**src/rtl/pngu_pkg.sv**
```systemverilog
package pngu_pkg;

    // Default widest row in pixels, and the depth of the queue between front and back.
    localparam int MAX_WIDTH_DEF = 4096;
    localparam int QUEUE_DEPTH   = 4;

    // Configuration port widths and register indexes.
    localparam int CFG_INDEX_W = 2;
    localparam int CFG_DATA_W  = 16;
    localparam logic [CFG_INDEX_W-1:0] CFG_IMAGE_WIDTH  = 2'd0;
    localparam logic [CFG_INDEX_W-1:0] CFG_IMAGE_HEIGHT = 2'd1;
    localparam logic [CFG_INDEX_W-1:0] CFG_HAS_ALPHA    = 2'd2;

    // Alpha of an image that carries no alpha channel.
    localparam logic [7:0] OPAQUE_ALPHA = 8'd255;

    // Row filter types.
    typedef enum logic [2:0] {
        FILT_NONE  = 3'd0,
        FILT_SUB   = 3'd1,
        FILT_UP    = 3'd2,
        FILT_AVG   = 3'd3,
        FILT_PAETH = 3'd4
    } t_filter;

    // One classified sample byte, as the front hands it to the back.
    typedef struct packed {
        logic [7:0] raw;
        t_filter    filter;
        logic [1:0] lane;
        logic       first_row;
        logic       pixel_last;
        logic       row_last;
        logic       image_last;
        logic       rgb;
    } t_byte_tag;

endpackage

```
**src/rtl/pngu_front.sv**
```systemverilog
module pngu_front #(
    parameter int MAX_WIDTH = 4096,
    localparam int CW = $clog2(MAX_WIDTH * 4)
) (
    input  logic                                 i_clk,
    input  logic                                 i_rst_n,
    input  logic                                 i_in_valid,
    input  logic [7:0]                           i_raw_byte,
    input  logic                                 i_full,
    output logic                                 o_push,
    output pngu_pkg::t_byte_tag                  o_tag,
    output logic [CW-1:0]                        o_col,
    input  logic                                 i_cfg_valid,
    input  logic [pngu_pkg::CFG_INDEX_W-1:0]     i_cfg_index,
    input  logic [pngu_pkg::CFG_DATA_W-1:0]      i_cfg_data,
    output logic                                 o_cfg_ready
);

    import pngu_pkg::*;

    localparam int WW = $clog2(MAX_WIDTH + 1);
    localparam int XW = CW + 1;

    logic          r_await, n_await;
    t_filter       r_filter, n_filter;
    logic [CW-1:0] r_col, n_col;
    logic [1:0]    r_mod3, n_mod3;
    logic [15:0]   r_row, n_row;
    logic [12:0]   r_width, n_width;
    logic [15:0]   r_height, n_height;
    logic          r_alpha, n_alpha;

    logic          accept;
    logic [1:0]    lane;
    logic [1:0]    last_lane;
    logic          pixel_last;
    logic          row_last;
    logic          image_last;
    logic [31:0]   w_ext;
    logic [WW-1:0] w_eff;
    logic [XW-1:0] w_wide;
    logic [XW-1:0] stride;
    logic [XW-1:0] col_inc;
    logic [15:0]   h_eff;
    logic [16:0]   row_inc;

    assign o_cfg_ready = 1'b1;
    assign accept      = i_in_valid && !i_full;

    // Place of the byte in its pixel, for either pixel size.
    assign lane       = r_alpha ? r_col[1:0] : r_mod3;
    assign last_lane  = r_alpha ? 2'd3 : 2'd2;
    assign pixel_last = (lane == last_lane);

    // Row length in bytes, from the width clamped into its legal range.
    always_comb begin
        w_ext = 32'(r_width);
        if (w_ext == 32'd0) begin
            w_eff = WW'(1);
        end else if (w_ext > 32'(MAX_WIDTH)) begin
            w_eff = WW'(MAX_WIDTH);
        end else begin
            w_eff = WW'(r_width);
        end
        w_wide = XW'(w_eff);
        stride = r_alpha ? (w_wide << 2) : ((w_wide << 1) + w_wide);
    end

    // Row and image ends.
    assign col_inc    = XW'(r_col) + XW'(1);
    assign h_eff      = (r_height == 16'd0) ? 16'd1 : r_height;
    assign row_inc    = 17'(r_row) + 17'd1;
    assign row_last   = pixel_last && (col_inc >= stride);
    assign image_last = row_last && (row_inc >= 17'(h_eff));

    // Tag handed to the back for each sample byte.
    always_comb begin
        o_push           = accept && !r_await;
        o_col            = r_col;
        o_tag.raw        = i_raw_byte;
        o_tag.filter     = r_filter;
        o_tag.lane       = lane;
        o_tag.first_row  = (r_row == 16'd0);
        o_tag.pixel_last = pixel_last;
        o_tag.row_last   = row_last;
        o_tag.image_last = image_last;
        o_tag.rgb        = !r_alpha;
    end

    // Stream position: filter byte, then sample bytes up to the row end.
    always_comb begin
        n_await  = r_await;
        n_filter = r_filter;
        n_col    = r_col;
        n_mod3   = r_mod3;
        n_row    = r_row;
        if (accept) begin
            if (r_await) begin
                n_filter = (i_raw_byte > 8'd4) ? FILT_NONE : t_filter'(i_raw_byte[2:0]);
                n_await  = 1'b0;
                n_col    = '0;
                n_mod3   = 2'd0;
            end else if (row_last) begin
                n_await = 1'b1;
                n_col   = '0;
                n_mod3  = 2'd0;
                n_row   = image_last ? 16'd0 : row_inc[15:0];
            end else begin
                n_col  = col_inc[CW-1:0];
                n_mod3 = (r_mod3 == 2'd2) ? 2'd0 : r_mod3 + 2'd1;
            end
        end
    end

    // Configuration registers.
    always_comb begin
        n_width  = r_width;
        n_height = r_height;
        n_alpha  = r_alpha;
        if (i_cfg_valid) begin
            case (i_cfg_index)
                CFG_IMAGE_WIDTH:  n_width  = i_cfg_data[12:0];
                CFG_IMAGE_HEIGHT: n_height = i_cfg_data[15:0];
                CFG_HAS_ALPHA:    n_alpha  = i_cfg_data[0];
                default:          n_width  = r_width;
            endcase
        end
    end

    always_ff @(posedge i_clk) begin
        if (!i_rst_n) begin
            r_await  <= 1'b1;
            r_filter <= FILT_NONE;
            r_col    <= '0;
            r_mod3   <= 2'd0;
            r_row    <= 16'd0;
            r_width  <= 13'd1;
            r_height <= 16'd1;
            r_alpha  <= 1'b1;
        end else begin
            r_await  <= n_await;
            r_filter <= n_filter;
            r_col    <= n_col;
            r_mod3   <= n_mod3;
            r_row    <= n_row;
            r_width  <= n_width;
            r_height <= n_height;
            r_alpha  <= n_alpha;
        end
    end

endmodule

```
**config.mk**
```make
export PLATFORM = sky130hd
export DESIGN_NAME = pngu_front
export DESIGN_NICKNAME = d
export VERILOG_FILES = /design/src/rtl/pngu_pkg.sv /design/src/rtl/pngu_front.sv
export SDC_FILE = /design/constraint.sdc
export NUM_CORES = 1
export LEC_CHECK = 0
export ABC_AREA = 1
export BUFFER_PORTS_ARGS = -buffer_cell sky130_fd_sc_hd__buf_2
export CAP_MARGIN = 40
export CORE_ASPECT_RATIO = 1.5
export CORE_MARGIN = 3
export CORE_UTILIZATION = 53
export CTS_CLUSTER_DIAMETER = 40
export CTS_CLUSTER_SIZE = 10
export DETAILED_ROUTE_END_ITERATION = 16
export PLACE_DENSITY = 0.74
export SLEW_MARGIN = 20
export SYNTH_ARGS = -nofsm -noshare
export SYNTH_HDL_FRONTEND = slang
export SYNTH_SLANG_ARGS = --single-unit
```
**constraint.sdc**
```tcl
create_clock -name i_clk -period 3.35 [get_ports i_clk]
set_clock_uncertainty 0.05 [all_clocks]
set_input_delay 0.335 -clock i_clk [delete_from_list [all_inputs] [get_ports i_clk]]
set_output_delay 0.335 -clock i_clk [all_outputs]
set_load 0.02 [all_outputs]
```
Word level (Yosys, flattened, before mapping). Index checks and enable logic that the tools add are counted.

Register bits after elaboration: 66. Latch bits: 0. RAM bits: 0. ROM bits: 0. Output and inout port bits: 34. Memories: 0.

Add/subtract/negate cells: 4. Multipliers: 0. Divide/modulo/power cells: 0. $lt $le $gt $ge: 4. Eq/ne operators: 4. Shift-type cells: 0. Multiplexer cells: 15. Bitwise gates (word level): 1. Reductions and logical operators: 16.

Operators with widths (number): $logic_not 16->1 (2); $mux 16 (2); $mux 14 (2); $mux 13 (2); $add 16x1->17 const B (1); $ge 17x16->1 (1); $add 14x1->15 const B (1); $add 14x13->15 (1); $ge 15x15->1 (1); $mux 15 (1); $gt 13x13->1 const B (1); $logic_not 13->1 (1); $gt 8x3->1 const B (1); $mux 2 (4); $reduce_and 2->1 (4); $eq 2x2->1 const B (2); $logic_and 1x1->1 (4); $logic_not 1->1 (3); $mux 1 (3); $mux 3 (1); $reduce_and 3->1 (1); $add 2x1->2 const B (1); $eq 2x1->1 const B (1); $eq 2x2->1 (1); other kinds (2) (2).

Logic depth before layout (Yosys ltp).
Word-level depth: 9. Mapped depth: 34. Mapped depth without buffers: 34.

Least setup slack after synthesis. Ideal clock, no wire load.

Path kind: flip-flop to flip-flop. Start: register r_width[6]. End: register r_row[12]. Setup time: 132 ps. Arrival: 3369 ps. Setup slack: -202 ps. Cell stages (with the launch flop): 29. Path buffers: 2. Clock period less this slack: 3552 ps. Cells stage by stage: dfxtp_1 > nor2_1 > nand2_1 > nor2_1 > nand2_1 > nand2_2 > buf_6 > inv_1 > nor2_1 > ha_1 > inv_1 > o21ai_0 > o21bai_1 > a21oi_1 > nand3_1 > nand3_1 > nand2_1 > ha_1 > nand4_1 > nor3_1 > and2_1 > nand2_1 > nand3_1 > nand2_1 > nor2_1 > inv_1 > clkbuf_1 > nand2_1 > a21oi_1.

Cells in the longest elaborated chain, start to end: 9.

Ends and longest elaborated chain: start, declared (line pngu_front.sv:29) `logic [12:0] r_width, n_width;`; start signal, assigned (line pngu_front.sv:146) `r_width <= n_width;`; $gt 13x13->1 (line pngu_front.sv:60) `end else if (w_ext > 32'(MAX_WIDTH)) begin`; $mux 13 (line pngu_front.sv:60); $mux 13 (*) (line pngu_front.sv:58) `if (w_ext == 32'd0) begin`; $add 14x13->15 (line pngu_front.sv:66) `stride = r_alpha ? (w_wide << 2) : ((w_wide << 1) + w_wide);`; $mux 15 (*) (line pngu_front.sv:66); $ge 15x15->1 (*) (line pngu_front.sv:73) `assign row_last = pixel_last && (col_inc >= stride);`; $logic_and 1x1->1 (*) (line pngu_front.sv:73); $logic_and 1x1->1 (line pngu_front.sv:74) `assign image_last = row_last && (row_inc >= 17'(h_eff));`; $mux 16 (line pngu_front.sv:107) `n_row = image_last ? 16'd0 : row_inc[15:0];`; end signal, assigned (line pngu_front.sv:145) `r_row <= n_row;`; end, declared (line pngu_front.sv:28) `logic [15:0] r_row, n_row;`.

Every way passes the cells marked *; elsewhere a longest branch is shown, timed or not. A chain may end at the register's enable or synchronous reset.

==> metrics.txt <==
final routed DRC violation total 0; n_diodes 0; Synth warnings 0; H-Tree Depth 3; CP required 2.96 ns; Core ar. 8880 um^2; Ports 65; Worst slew margin 49.0%; Synth Cell Area 4860 um^2; TritonCTS clock tree yes; die area 10,400 um^2; Cell Area, Placed 5730 um^2; Pre-antenna DRT Iters 5; fin util 74.2%; status finished with violations; clock latency on the worst-skew pair 0.33 ns; CTS sink cnt 66; Hold WC Path Type in -> reg; Final Hold Violating Endpoints 0; area growth from synthesis to layout 35.6%; PwrDens 322 nW/um^2; FFs w/ async S/R, synth 0%; P_leak 3.19 nW; VDD IR max 369 uV; Clock Tree Buf Depth 2; cell mode on critical path nand2_1; routed wire length 14,900 um; vias in the first global route 5,161; number of flops mapped to enable cells by yosys 0; FP Rows 42; clk root buf clkbuf_16; CP peak stage delay 0.33 ns; Hold-fix buffers, CTS 0; remaining antenna violation count 0; Max Cap Violations 0; Placer Congestion 0.909; slew at the pin closest to its max-slew limit 0.764 ns; final critical-path share of the clock period 125%; critical path class reg -> out; detailed placement HPWL 10,700 um; Finished Cell Area 6590 um^2; Seq/Total Area, Yosys 27.2%; crit path capture type primary output; CP max stage cell dfxtp_2; largest net degree at the start of global routing 41; Synth Flop Type dfxtp_1; Die Height 123 um; CP Max Fanout 3; Worst Path Arrival 3.82 ns; crit path time final 4.20 ns; final setup fails 35; Syn Area/Cell 6.54 um^2; CTS Buf Count 9; post-DR vias/cell 5.52; crit start category register; Synth Net Count 812; routed vias 5,464; initial core utilization 54.7%; Die Width 84.2 um; I/O Buffers 63; failing checks negative setup slack; Total Nets Final 944; maximum operating frequency 238 MHz; total gr overflow 0; initial antenna violation count 0; clk slew on worst S/H paths 0.05 ns; Total GRT Usage 27.5%; RSZ-0062 raised after global routing true; first-pass GRT wire length 22,900 um; Netlist cell types 40; Slew Viols, Final 0; Wirelength per Cell 15.0 um; PnR Total Power 2.12 mW; r2r setup slk -0.63 ns; synthesized flop and latch total 66; TNS Setup -18.03 ns; Iter 0 DRT Violations 283; Worst Slack Setup Final -0.854 ns; layout cell share with drive strength beyond 1 32.4%; Syn Inst Count 743
==> per-stage QoR <==
stage	hold slack [ns]	instances	setup slack, ns
2_1_floorplan	0.397	743	-0.0966
3_3_place_gp	0.416	960	-0.519
3_5_place_dp	0.427	960	-0.639
4_1_cts	0.199	985	-0.549
5_1_grt	0.210	990	-1.09
6_report	0.209	990	-0.854
==> per-layer routing <==
| layer | routed length, um | GRT usage [%] |
|---|---|---|
| met4 | 852 | 17.3 |
| met3 | 577 | 3.40 |
| met1 | 5240 | 26.9 |
| met2 | 8200 | 53.9 |
| met5 | 0 | 0 |
==> power breakdown <==
part	internal (mW)	switching [mW]
Sequential	0.809	0.0130
Combinational	0.182	0.261
Clock	0.517	0.336
==> registers in the layout, summed over array words and instances, names as in the netlist <==
| register | count |
|---|---|
| r_row | 16 |
| r_filter | 3 |
| r_alpha | 1 |
| o_col | 14 |
| r_await | 1 |
| r_mod3 | 2 |
| r_width | 13 |
| r_height | 16 |
==> layout by cell type (no fill, tap or decap), drive strengths merged <==
cell type,n
nor2,76
o22ai,4
o21bai,2
xnor2,8
nand3b,3
xor2,16
nand4,26
nor3b,1
or3,1
inv,101
a41o,1
nand3,37
nor4,10
o21ai,57
ha,38
a211oi,1
buf,154
o21a,2
dfxtp,66
clkinv,5
and2,1
a21oi,70
nor3,7
conb,1
a31oi,2
o211ai,5
nand2,172
clkbuf,13
==> Yosys cell counts, drive strengths merged (4+ instances only) <==
| master | instances | area, um^2 |
|---|---|---|
| a21oi | 70 | 350 |
| nand2 | 172 | 653 |
| nand4 | 26 | 163 |
| inv | 101 | 379 |
| nor3 | 7 | 51.3 |
| nand3 | 37 | 205 |
| buf | 19 | 138 |
| o211ai | 5 | 37.5 |
| xor2 | 16 | 140 |
| o21ai | 57 | 285 |
| o22ai | 4 | 25.0 |
| nor2 | 76 | 318 |
| nor4 | 10 | 68.8 |
| ha | 38 | 475 |
| clkbuf | 14 | 52.6 |
| xnor2 | 8 | 77.6 |
| dfxtp | 66 | 1320 |
==> final cells by class <==
cell class | count | area [um^2]
tap | 110 | 138
timing repair buffer | 154 | 1050
clock buffer | 13 | 250
inverter | 103 | 397
clock inverter | 3 | 15.0
fill | 687 | 2290
multi-input combinational | 541 | 3410
sequential | 66 | 1330
==> worst paths after layout <==
kind            startpoint          to  cells after the start
max             r_width[0]    o_tag[1]                     31
min          i_cfg_data[6]  r_width[6]                      3
max reg2reg     r_width[0]   r_row[14]                     32
min reg2reg      r_mod3[1]   r_mod3[1]                      2
==> kinds of logic after synthesis <==
family / synth area share (%)
flip-flops: 27.2
other: 0.0772
XOR/XNOR: 4.48
AND/OR/NAND/NOR: 31.0
adder cells (fa/ha/maj): 9.78
AO/OA/AOI/OAI: 15.6
buffers and inverters: 11.9
==> worst max-delay path, delay by kind of cell (launching register included) <==
kind                     cells  cell delay [ns]
AND/OR/NAND/NOR             21             2.00
adder cells (fa/ha/maj)      2             0.41
flip-flops                   1             0.33
buffers and inverters        7             0.53
AO/OA/AOI/OAI                1             0.21
==> repair_timing <==
item | in CTS | in global routing
gates cloned | 0 | 0
resized for setup | 49 | 76
pin swaps | 22 | 34
buffers inserted | 9 | 6
endpoints found under the setup margin | 35 | 35
(Power assumes the default switching activity.)
