`src/rtl/pngu_pkg.sv`:
```
package pngu_pkg;

    // Default widest row in pixels, and the depth of the queue between front and back.
    localparam int MAX_WIDTH_DEF = 4096;
    localparam int QUEUE_DEPTH   = 4;

    // Configuration port widths and register indexes.
    localparam int CFG_INDEX_W = 2;
    localparam int CFG_DATA_W  = 16;
    localparam logic [CFG_INDEX_W-1:0] CFG_IMAGE_WIDTH  = 2'd0;
    localparam logic [CFG_INDEX_W-1:0] CFG_IMAGE_HEIGHT = 2'd1;
    localparam logic [CFG_INDEX_W-1:0] CFG_HAS_ALPHA    = 2'd2;

    // Alpha of an image that carries no alpha channel.
    localparam logic [7:0] OPAQUE_ALPHA = 8'd255;

    // Row filter types.
    typedef enum logic [2:0] {
        FILT_NONE  = 3'd0,
        FILT_SUB   = 3'd1,
        FILT_UP    = 3'd2,
        FILT_AVG   = 3'd3,
        FILT_PAETH = 3'd4
    } t_filter;

    // One classified sample byte, as the front hands it to the back.
    typedef struct packed {
        logic [7:0] raw;
        t_filter    filter;
        logic [1:0] lane;
        logic       first_row;
        logic       pixel_last;
        logic       row_last;
        logic       image_last;
        logic       rgb;
    } t_byte_tag;

endpackage

```
`src/rtl/pngu_queue.sv`:
```
module pngu_queue #(
    parameter int DEPTH = 4,
    parameter int COL_W = 14,
    localparam int PW = (DEPTH > 1) ? $clog2(DEPTH) : 1,
    localparam int NW = $clog2(DEPTH + 1)
) (
    input  logic                i_clk,
    input  logic                i_rst_n,
    input  logic                i_push,
    input  pngu_pkg::t_byte_tag i_push_tag,
    input  logic [COL_W-1:0]    i_push_col,
    output logic                o_full,
    input  logic                i_pop,
    output pngu_pkg::t_byte_tag o_pop_tag,
    output logic [COL_W-1:0]    o_pop_col,
    output logic                o_empty
);

    import pngu_pkg::*;

    t_byte_tag        r_tag_mem [DEPTH];
    logic [COL_W-1:0] r_col_mem [DEPTH];
    logic [PW-1:0]    r_wr_ptr, n_wr_ptr;
    logic [PW-1:0]    r_rd_ptr, n_rd_ptr;
    logic [NW-1:0]    r_count, n_count;

    assign o_full    = (r_count == NW'(DEPTH));
    assign o_empty   = (r_count == '0);
    assign o_pop_tag = r_tag_mem[r_rd_ptr];
    assign o_pop_col = r_col_mem[r_rd_ptr];

    // Pointer and fill count update.
    always_comb begin
        n_wr_ptr = r_wr_ptr;
        n_rd_ptr = r_rd_ptr;
        n_count  = r_count;
        if (i_push) begin
            n_wr_ptr = (r_wr_ptr == PW'(DEPTH - 1)) ? '0 : r_wr_ptr + PW'(1);
        end
        if (i_pop) begin
            n_rd_ptr = (r_rd_ptr == PW'(DEPTH - 1)) ? '0 : r_rd_ptr + PW'(1);
        end
        if (i_push && !i_pop) begin
            n_count = r_count + NW'(1);
        end else if (i_pop && !i_push) begin
            n_count = r_count - NW'(1);
        end
    end

    always_ff @(posedge i_clk) begin
        if (i_push) begin
            r_tag_mem[r_wr_ptr] <= i_push_tag;
            r_col_mem[r_wr_ptr] <= i_push_col;
        end
    end

    always_ff @(posedge i_clk) begin
        if (!i_rst_n) begin
            r_wr_ptr <= '0;
            r_rd_ptr <= '0;
            r_count  <= '0;
        end else begin
            r_wr_ptr <= n_wr_ptr;
            r_rd_ptr <= n_rd_ptr;
            r_count  <= n_count;
        end
    end

endmodule

```
`config.mk`:
```
export PLATFORM = sky130hd
export DESIGN_NAME = pngu_queue
export DESIGN_NICKNAME = d
export VERILOG_FILES = /design/src/rtl/pngu_pkg.sv /design/src/rtl/pngu_queue.sv
export SDC_FILE = /design/constraint.sdc
export NUM_CORES = 1
export LEC_CHECK = 0
export ABC_AREA = 1
export BUFFER_PORTS_ARGS = -buffer_cell sky130_fd_sc_hd__buf_2
export CORE_MARGIN = 2
export CORE_UTILIZATION = 32
export DETAILED_ROUTE_END_ITERATION = 8
export GPL_ROUTABILITY_DRIVEN = 0
export GPL_TIMING_DRIVEN = 0
export PLACE_DENSITY_LB_ADDON = 0.08
export SYNTH_ARGS = -nofsm -noshare
export SYNTH_HDL_FRONTEND = slang
export SYNTH_SLANG_ARGS = --single-unit
```
`constraint.sdc`:
```
create_clock -name i_clk -period 3 [get_ports i_clk]
set_clock_uncertainty 0.2 [all_clocks]
set_input_delay 0.15 -clock i_clk [delete_from_list [all_inputs] [get_ports i_clk]]
set_output_delay 0.15 -clock i_clk [all_outputs]
set_load 0.02 [all_outputs]
```
# Word-level counts from Yosys, hierarchy flattened
# Memory sizes are Yosys's and may differ from the RTL's. A register that Yosys moved wholly into a read port is not among the register bits.
# Index checks and enable logic that the tools add are counted.
# totals
wordCells	28
inputBits	36
memories	2
ram_bits	128
output_inout_bits	34
regBits	7
# mem_list
memory	words	width	read_ports	rd_ports_with_merged_regs	wr	line_no	text
r_tag_mem	4	18	1	1	1	pngu_queue.sv:21	t_byte_tag r_tag_mem [DEPTH];
r_col_mem	4	14	1	1	1	pngu_queue.sv:22	logic [COL_W-1:0] r_col_mem [DEPTH];
# op_classes
mux	10
eq_ne	3
reduce_logical	6
n_addsub	4
# op_table
cell	count
2-bit two-way mux	6
3-bit two-way mux	2
2-bit by 1-bit adder with 2-bit output (second input constant)	2
2-bit equality test (second input constant)	2
3-bit by 1-bit adder with 3-bit output (second input constant)	1
3-bit equality test (second input constant)	1
3-bit zero test	1
3-bit by 1-bit subtractor with 3-bit output (second input constant)	1
1-bit logical AND	2
1-bit zero test	2
1-bit two-way mux	2
2-bit nonzero test	1

# Longest topological paths before layout
# Gate-level depths: netlist of the first run.
# logic_depth
word_depth	4
mapped_depth	10
depth_no_buf	10

# Worst setup path before layout of the first run
# No wires, ideal clock.
# synth_timing
path_kind	reg-to-reg
from	register r_wr_ptr[0]
to	memory r_col_mem[3][0], enable pin
n_path_buf	0
arrival_ns	1.223
synth_period_minus_slack_ns	1.810
setup_ns	0.387
path_stages_with_launch	4
required_ns	2.413
slack_ns	1.190
cell_sequence	dfxtp_1 -> ha_1 -> nand2_1 -> inv_1
# synth_lines
item	line_no	text
from (decl)	pngu_queue.sv:23	logic [PW-1:0] r_wr_ptr, n_wr_ptr;
from (signal assigned)	pngu_queue.sv:63	r_wr_ptr <= n_wr_ptr;
to (decl)	pngu_queue.sv:22	
# Straight into the memory's write port.

==> flow_metrics.py, run 1 <==
metrics = {
    "synth": {
        "avgSynthCellArea_um2": 14.2,
        "synthCells": 368,
        "yosysUniqueCellTypes": 21,
        "syn-num-nets": 411,
        "netlist_area_um2": 5240,
        "synth_seq_cells": 137,
        "seq_area_frac_synth_pct": 76.9,
        "ys_warn_count": 0,
    },
    "layout": {
        "drive_above_1_share_pct": 24.2,
        "syn2layout_area_growth_pct": 31.0,
        "fin_cells": 720,
        "nNetsFinal": 534,
        "antennaDiodeCount": 0,
        "fillers": 1509,
    },
    "min_path": {
        "worstHoldPathType": "input pin to register",
    },
    "clock_network": {
        "cts_buffer_depth": 2,
        "cts_sinks": 137,
        "cts_root_buf": "clkbuf_16",
        "clkLatencyLatePin_ns": 0.42,
        "cts_max_level": 4,
        "cts_made_buffers": 17,
        "clkTransAtPathRegs_ns": 0.06,
        "cts_tree": "done",
        "cts_resized": 0,
    },
    "die": {
        "core_area_um2": 15900,
        "io_pins": 70,
        "die_area_um2": 17400,
        "row_count": 46,
        "start_util_pct": 32.8,
        "die_w_um": 132,
        "die_y_um": 132,
    },
    "worst_setup_path": {
        "cp.required_ns": 2.65,
        "startpoint_type": "register",
        "worstPathCellList": "clkbuf_1 > o21ai_0 > o22ai_1 > buf_2",
        "worstPathArrival_ns": 1.84,
        "end_kind": "output pin",
        "crit_fanout": 10,
        "cp_slowest_cell": "clkbuf_1",
        "critPathKind": "register to output pin",
        "max_stage_delay_ns": 0.41,
    },
    "placed_design": {
        "io_buffers": 69,
        "dp_slack_ns": 1.07,
        "placedCellCount": 653,
        "hpwl_mm": 6.75,
    },
    "outcome": {
        "status": "complete, no violations",
    },
    "timing": {
        "period_share_pct": 73.0,
        "setup_viol": 0,
        "setup-tns-final_ns": 0,
        "maxSlewHeadroom_pct": 41.4,
        "tightest_slew_ns": 0.877,
        "layout_setup_ws_ns": 0.809,
        "fmax_mhz": 456,
        "rsz0062_at_grt": "no",
        "slew_violations": 0,
        "final-hold-violation-count": 0,
        "period_minus_slack_ns": 2.19,
    },
    "global_route": {
        "grt.overflow.total": 0,
        "antenna_found_initial": 0,
        "first_global_vias": 3391,
        "grt_usage_pct": 14.5,
        "grt_first_pass_wirelength_mm": 18.6,
        "grt_max_degree": 33,
    },
    "flow_run": {
        "drv_cap": 0,
    },
    "drt": {
        "dr.pass1.iters": 4,
        "drt.antenna.violating_nets": 0,
        "wire_per_inst_um": 16.6,
        "vias_per_cell": 4.53,
        "drtIter0Drc": 225,
        "drc": 0,
        "routed_wl_mm": 12.0,
        "dr_total_vias": 3258,
    },
    "power": {
        "power_density_nw_per_um2": 738,
        "ir_drop_uv": 407,
        "p_leak_nw": 2.52,
    },
}
-- state kept, by name (all words and copies together) (netlist names), named ones only --
signal,flops
r_tag_mem,72
r_col_mem,56
r_count,3
r_rd_ptr,2
r_wr_ptr,2
-- kinds of logic (layout without fill, tap and decap cells) --
kind of cell / count (synthesis) / count (layout) / synth area share, %
adder cells (fa/ha/maj): 7 / 7 / 1.82
flip-flops: 137 / 137 / 76.9
AO/OA/AOI/OAI: 102 / 102 / 10.5
XOR/XNOR: 1 / 1 / 0.167
buffers and inverters: 35 / 171 / 4.30
AND/OR/NAND/NOR: 86 / 86 / 6.33
-- cells in the mapped netlist (all sizes together) --
master | count | share of area (%)
a21oi | 3 | 0.29
buf | 18 | 2.9
clkbuf | 1 | 0.072
dfxtp | 9 | 3.4
edfxtp | 128 | 73
fa | 1 | 0.38
ha | 6 | 1.4
inv | 16 | 1.3
nand2 | 8 | 0.57
nand3 | 1 | 0.096
nand4 | 1 | 0.12
nor2 | 72 | 5.2
nor3 | 4 | 0.38
o21ai | 67 | 6.4
o22ai | 32 | 3.8
xor2 | 1 | 0.17
-- cells in the final DEF (no fill, tap or decap), drive strengths merged --
cell           n
bufinv         6
inv           16
nand4          1
nand2          8
xor2           1
edfxtp       128
buf           87
ha             6
nor3           4
nor2          72
o22ai         32
clkinv         7
o21ai         67
dlygate4sd3   35
a21oi          3
nand3          1
clkinvlp       2
clkbuf        18
fa             1
dfxtp          9
-- per-layer routing --
layer | vias to the layer above | global-route usage (%) | part of all wire (%)
met5 | - | 0 | 0
li1 | 1607 | - | -
met2 | 65 | 24.1 | 48
met1 | 1566 | 17.7 | 46
met3 | 20 | 3.58 | 3.7
met4 | 0 | 7.19 | 2.1
-- stage by stage --
| stage | hold WS [ns] | total power [W] | area (um^2) | utilization (%) |
|---|---|---|---|---|
| final | 0.279 | 0.00506 | 6860 | 43.0 |
| after global routing | 0.279 | 0.00525 | 6860 | 43.0 |
| after CTS | 0.266 | 0.00511 | 6860 | 43.0 |
| after detailed placement | 0.168 | 0.00277 | 5850 | 36.7 |
| after global placement | 0.166 | 0.00276 | 5850 | 36.7 |
| after floorplan | 0.0489 | 0.00256 | 5240 | - |
-- repair_timing --
item / in CTS / in global routing
buffers inserted: 0 / 0
hold buffers: 35 / 0
endpoints found under the hold margin: 137 / 0
-- path summary, 6_finish.rpt --
| path | startpoint | to | slack, ns | cells past startpoint |
|---|---|---|---|---|
| min | i_push_col[10] | r_col_mem[2][10] | 0.28 | 2 |
| min reg2reg | r_wr_ptr[1] | r_wr_ptr[1] | 0.33 | 2 |
| max reg2reg | r_wr_ptr[0] | r_tag_mem[3][13] | 1.10 | 3 |
| max | register | o_pop_col[2] | 0.81 | 4 |
-- where the power goes --
group / internal, W / switching (W) / leakage [nW]
Sequential: 0.00218 / 0.0000281 / 1.25
Clock: 0.00154 / 0.000767 / 0.315
Combinational: 0.000192 / 0.000350 / 0.952
-- area by class of cell --
class / count / area, um^2 / share of cell area [%]
inverters: 16 / 67.6 / 0.985
clock buffers: 17 / 425 / 6.20
plain buffers: 19 / 158 / 2.30
flip-flops and latches: 137 / 4020 / 58.7
well taps: 216 / 270 / 3.94
multi-input cells: 196 / 986 / 14.4
clock inverters: 15 / 230 / 3.36
repair buffers: 104 / 696 / 10.1
-- critical path, delay by kind of cell, from the launching register on --
kind                   cells  cell delay, ns
AOI/OAI and AO/OA          2            0.44
DFF                        1            0.35
buffers and inverters      2            0.63
No activity file was read; power rests on OpenSTA's default activity.
==> inputs of run 2 (changes only) <==
--- a/config.mk
+++ b/config.mk
@@ -5,7 +5,7 @@
 export SDC_FILE = /design/constraint.sdc
 export NUM_CORES = 1
 export LEC_CHECK = 0
-export ABC_AREA = 1
+export ABC_AREA = 0
 export BUFFER_PORTS_ARGS = -buffer_cell sky130_fd_sc_hd__buf_2
 export CORE_MARGIN = 2
 export CORE_UTILIZATION = 32
==> constraint.sdc (replaced) <==
create_clock -name i_clk -period 1.9 [get_ports i_clk]
set_clock_uncertainty 0.2 [all_clocks]
set_input_delay 0.095 -clock i_clk [delete_from_list [all_inputs] [get_ports i_clk]]
set_output_delay 0.095 -clock i_clk [all_outputs]
set_load 0.02 [all_outputs]
==> flow_metrics.py, run 2 <==
metrics = {
    "global_route": {
        "first_global_vias": 2592,
        "grtUsageMet1_pct": 16.2,
        "grt_first_pass_wirelength_mm": 14.8,
        "met2_usage_pct": 18.9,
        "antenna_found_initial": 0,
        "busiest_layer": "met2",
        "grt_usage_pct": 12.5,
        "grt_max_degree": 33,
        "grt_use_met3_pct": 4.15,
        "grt.overflow.total": 0,
    },
    "outcome": {
        "status": "finished, violations left",
        "failed_checks": "negative setup slack",
    },
    "timing": {
        "period_share_pct": 107,
        "tightest_slew_ns": 0.552,
        "fmax_mhz": 494,
        "setup_viol": 32,
        "maxSlewHeadroom_pct": 63.2,
        "final-hold-violation-count": 0,
        "slew_violations": 0,
        "period_minus_slack_ns": 2.02,
        "layout_setup_ws_ns": -0.124,
        "rsz0062_at_grt": "yes",
    },
    "synth": {
        "seq_area_frac_synth_pct": 78.7,
        "netlist_area_um2": 5120,
        "synthCells": 211,
        "avgSynthCellArea_um2": 24.2,
        "synth_seq_cells": 137,
        "async_flop_share_pct": 0,
        "synth_common_cells": "128 x edfxtp_1, 30 x mux4_2, 9 x dfxtp_1",
        "synth_top_area_cell": "edfxtp_1",
        "synthTopCellsByArea": "edfxtp_1 75%, mux4_2 13%, dfxtp_1 3.5%",
        "synth_edf_count": 128,
        "syn-num-nets": 254,
        "synth_top_area_share_pct": 75.1,
        "yosysUniqueCellTypes": 22,
        "ys_warn_count": 0,
        "synth_most_common_cell": "edfxtp_1",
        "synth_ff_type": "edfxtp_1",
    },
    "layout": {
        "layout_common_cells": "128 x edfxtp_1, 38 x buf_2, 36 x dlygate4sd3_1",
        "nNetsFinal": 383,
        "fin_area_um2": 6970,
        "antennaDiodeCount": 0,
        "final_common_cell": "edfxtp_1",
        "fin_cells": 569,
        "regMostFlops": "r_tag_mem",
        "syn2layout_area_growth_pct": 36.2,
        "fillers": 1435,
        "largest_reg_flops": 72,
        "utilization_pct": 44.2,
        "reg_top3": "r_tag_mem (72), r_col_mem (56), r_count (3)",
        "drive_above_1_share_pct": 40.2,
    },
    "worst_setup_path": {
        "end_kind": "output pin",
        "cp.required_ns": 1.60,
        "max_stage_delay_ns": 0.51,
        "startpoint_type": "register",
        "crit_fanout": 8,
        "critPathKind": "register to output pin",
        "critPathTopFamily": "multiplexers",
        "worstPathCellList": "buf_12 > clkbuf_16 > mux4_2 > buf_6",
        "cp_slowest_cell": "mux4_2",
        "worstPathBufferInverterCount": 3,
        "worstPathArrival_ns": 1.73,
    },
    "die": {
        "die_y_um": 130,
        "io_pins": 70,
        "row_count": 46,
        "die_w_um": 130,
        "core_area_um2": 15800,
        "die_area_um2": 17000,
        "start_util_pct": 32.4,
    },
    "clock_network": {
        "cts_made_buffers": 17,
        "cts_root_buf": "clkbuf_16",
        "cts_tree": "done",
        "cts_buffer_depth": 2,
        "cts_max_level": 4,
        "clkTransAtPathRegs_ns": 0.05,
        "clkLatencyLatePin_ns": 0.41,
        "cts_sinks": 137,
    },
    "power": {
        "p_leak_nw": 2.43,
        "ir_drop_uv": 632,
        "power_density_nw_per_um2": 1090,
    },
    "placed_design": {
        "placedCellCount": 496,
        "dpl_cell_area_um2": 5740,
        "hpwl_mm": 5.34,
        "io_buffers": 69,
    },
    "drt": {
        "drt.antenna.violating_nets": 0,
        "drtIter0Drc": 125,
        "dr.pass1.iters": 4,
        "dr_total_vias": 2455,
        "vias_per_cell": 4.31,
        "routed_wl_mm": 9.84,
        "wire_per_inst_um": 17.3,
        "drc": 0,
    },
    "flow_run": {
        "drv_cap": 0,
    },
    "min_path": {
        "worstHoldPathType": "input pin to register",
    },
}
run 2: cell types whose count changed in the layout (fill, tap and decap cells not counted), moves of 6 or more:
cell	previous run	this run
o22ai_1	32	0
buf_6	9	32
mux4_2	0	32
o21ai_0	39	1
inv_1	10	4
buf_2	75	38
o21ai_1	28	0
nand2_1	8	0
nor2_1	72	1
run 2: area by class of cell:
type                       count  area (um^2)  area share (%)
inverter                       4         15.0           0.215
buffer                         7          103            1.47
clock inverter                12          131            1.88
multi-input combinational     63          993            14.3
tap                          216          270            3.88
timing repair buffer         110          996            14.3
sequential                   137         4030            57.7
clock buffer                  20          437            6.26
run 2: power breakdown:
part	leakage, nW	internal, W	switching [W]
combinational	0.902	0.000473	0.000430
sequential	1.25	0.00345	0.0000471
clock	0.275	0.00203	0.00114
run 2: final timing paths:
| kind | end | from | depth (start not counted) | slack, ns |
|---|---|---|---|---|
| setup reg to reg | r_tag_mem[3][8] | r_wr_ptr[0] | 2 | 0.21 |
| hold / removal | r_count[1] | i_push | 4 | 0.08 |
| hold reg to reg | r_count[2] | r_count[2] | 2 | 0.31 |
| setup / recovery | o_pop_col[0] | register | 4 | -0.12 |
run 2: worst min-delay path, stage by stage:
cell and delay (ns):
buf_2 0.14, ha_1 0.23, mux2i_1 0.09, nor2b_1 0.09
run 2: cells by family (layout without fill, tap and decap cells):
| family | after synthesis | in the layout | synth area share, % |
|---|---|---|---|
| DFF | 137 | 137 | 78.7 |
| muxes | 36 | 36 | 15.0 |
| and+or+nand+nor | 15 | 15 | 1.76 |
| buffers and inverters | 11 | 153 | 1.98 |
| adders and majority gates | 7 | 7 | 1.86 |
| AOI/OAI and AO/OA | 3 | 3 | 0.391 |
| xor gates and xnor gates | 2 | 2 | 0.342 |
run 2: metrics by stage:
step           setup slack [ns]  total power [W]  hold WS [ns]  TNS [ns]
6_report                 -0.124          0.00757        0.0807     -3.17
5_1_grt                  -0.193          0.00788         0.132     -5.40
4_1_cts                  -0.183          0.00757        0.0637     -4.46
3_5_place_dp             -0.175          0.00426         0.114    -16.04
3_3_place_gp             -0.166          0.00425         0.110    -14.88
2_1_floorplan             0.290          0.00400      -0.00613         0
run 2: metal layers:
layer	up-vias	share of wire [%]	wire (um)
li1	1145	-	-
met1	1243	45	4470
met2	53	48	4770
met3	14	4.1	406
met4	0	1.9	187
met5	-	0	0
run 2: timing repair:
item,CTS,global route
hold endpoints to repair,137,0
hold buffers,36,0
resized for setup,23,55
setup buffers,1,1
endpoints found under the setup margin,160,32
cloned,1,2
==> inputs of run 3 (changes only) <==
--- a/config.mk
+++ b/config.mk
@@ -6,10 +6,10 @@
 export NUM_CORES = 1
 export LEC_CHECK = 0
 export ABC_AREA = 0
-export BUFFER_PORTS_ARGS = -buffer_cell sky130_fd_sc_hd__buf_2
 export CORE_MARGIN = 2
-export CORE_UTILIZATION = 32
+export CORE_UTILIZATION = 45
 export DETAILED_ROUTE_END_ITERATION = 8
+export DONT_BUFFER_PORTS = 1
 export GPL_ROUTABILITY_DRIVEN = 0
 export GPL_TIMING_DRIVEN = 0
 export PLACE_DENSITY_LB_ADDON = 0.08
==> constraint.sdc (replaced) <==
create_clock -name i_clk -period 2.3 [get_ports i_clk]
set_clock_uncertainty 0.2 [all_clocks]
set_input_delay 0.115 -clock i_clk [delete_from_list [all_inputs] [get_ports i_clk]]
set_output_delay 0.115 -clock i_clk [all_outputs]
set_load 0.02 [all_outputs]
==> flow_metrics.py, run 3 (synthesized netlist as in run 2, its figures left out) <==
metrics = {
    "layout": {
        "layout_common_cells": "128 x edfxtp_1, 36 x dlygate4sd3_1, 30 x mux4_2",
        "final_common_cell": "edfxtp_1",
        "drive_above_1_share_pct": 23.7,
        "syn2layout_area_growth_pct": 21.2,
        "regMostFlops": "r_tag_mem",
        "reg_top3": "r_tag_mem (72), r_col_mem (56), r_count (3)",
        "largest_reg_flops": 72,
        "fin_area_um2": 6200,
        "nNetsFinal": 309,
        "antennaDiodeCount": 0,
        "utilization_pct": 56.4,
    },
    "worst_setup_path": {
        "worstPathCellList": "ha_1 > and2_2",
        "rr_worst_depth": 2,
        "max_stage_delay_ns": 0.75,
        "reg2reg_slack_ns": 0.34,
        "regToRegEndpoint": "r_col_mem[3][6]",
        "timing.rr.start": "r_wr_ptr[0]",
        "worstPathBufferInverterCount": 0,
        "critPathTopFamily": "simple AND/OR/NAND/NOR gates",
        "end_kind": "register",
        "critPathKind": "register to register",
        "cp_slowest_cell": "and2_2",
        "worstPathArrival_ns": 1.78,
        "crit_fanout": 32,
        "cp.required_ns": 2.12,
        "startpoint_type": "register",
    },
    "clock_network": {
        "cts_sinks": 137,
        "cts_tree": "done",
        "clkLatencyLatePin_ns": 0.41,
        "cts_made_buffers": 17,
        "cts_max_level": 4,
        "cts_buffer_depth": 2,
        "cts_resized": 0,
        "cts_root_buf": "clkbuf_16",
        "cts_setup_buffers": 0,
        "cts_hold_buf": 36,
        "clkTransAtPathRegs_ns": 0.06,
    },
    "global_route": {
        "antenna_found_initial": 0,
        "grt_max_degree": 33,
        "grt_usage_pct": 14.9,
        "grt_first_pass_wirelength_mm": 13.2,
        "first_global_vias": 2463,
        "grt.overflow.total": 0,
    },
    "timing": {
        "fmax_mhz": 510,
        "rsz0062_at_grt": "no",
        "tightest_slew_ns": 0.905,
        "slew_violations": 0,
        "fin_hold_ws_ns": 0.213,
        "maxSlewHeadroom_pct": 39.7,
        "period_minus_slack_ns": 1.96,
        "setup-tns-final_ns": 0,
        "setup_viol": 0,
        "final-hold-violation-count": 0,
        "period_share_pct": 85.2,
    },
    "drt": {
        "wire_per_inst_um": 19.9,
        "vias_per_cell": 5.28,
        "dr.pass1.iters": 4,
        "routed_wl_mm": 8.33,
        "drc": 0,
        "drtIter0Drc": 75,
        "drt.antenna.violating_nets": 0,
        "dr_total_vias": 2208,
    },
    "outcome": {
        "status": "complete, no violations",
    },
    "die": {
        "die_y_um": 111,
        "die_area_um2": 12200,
        "io_pins": 70,
        "core_area_um2": 11000,
        "die_w_um": 111,
        "row_count": 38,
        "start_util_pct": 46.6,
    },
    "power": {
        "ir_drop_uv": 488,
        "p_leak_nw": 2.03,
        "power_density_nw_per_um2": 948,
    },
    "placed_design": {
        "io_buffers": 0,
        "hpwl_mm": 4.96,
        "dpl_cell_area_um2": 5300,
    },
    "flow_run": {
        "drv_cap": 0,
    },
    "min_path": {
        "min_from": "i_push_tag[1]",
        "worstHoldPathType": "input pin to register",
        "holdPathStages": 1,
        "min_to": "r_tag_mem[2][1]",
    },
}
==> run 3: cell types whose count changed in the layout (fill, tap and decap cells not counted), sizes merged <==
cell and delta:
bufinv -1, clkbuf -4, clkinv -1, clkinvlp +1, buf -70
==> run 3: how the worst max path moves through the flow <==
stage                            from               end  depth (start not counted)
after floorplan           r_wr_ptr[0]   r_col_mem[3][0]                          2
after global placement    r_wr_ptr[0]  r_tag_mem[3][15]                          2
after detailed placement  r_wr_ptr[0]  r_tag_mem[3][15]                          2
after CTS                    register      o_pop_tag[2]                          3
after global routing      r_wr_ptr[0]  r_tag_mem[3][10]                          2
final                     r_wr_ptr[0]   r_col_mem[3][6]                          2
==> run 3: stage by stage <==
stage               instances  setup WS (ns)  power (W)
floorplan                 211          0.367    0.00331
global route              418          0.220    0.00609
detailed placement        351          0.330    0.00340
finish                    418          0.339    0.00588
global placement          351         -0.148    0.00337
CTS                       418          0.316    0.00594
==> run 3: per-layer routing <==
layer,share of wire [%],up-vias,global-route usage [%]
met3,6.2,18,5.27
met2,56,67,26.9
met5,0,-,0
met1,36,1126,15.2
met4,2.3,0,7.25
li1,-,997,-
==> run 3: area by class of cell <==
class / instances / area (um^2)
Clock buffer: 20 / 437
Multi-Input combinational cell: 63 / 996
Sequential cell: 137 / 4020
Clock inverter: 11 / 106
Timing Repair Buffer: 36 / 360
Inverter: 4 / 15.0
Tap cell: 140 / 175
Buffer: 7 / 86.3
Fill cell: 816 / 4780
==> run 3: power by group <==
part | internal (W) | total (W) | switching [W] | leakage, nW
clock | 0.00156 | 0.00247 | 0.000903 | 0.262
sequential | 0.00286 | 0.00290 | 0.0000403 | 1.25
combinational | 0.000211 | 0.000516 | 0.000305 | 0.519
total | 0.00463 | 0.00588 | 0.00125 | 2.03
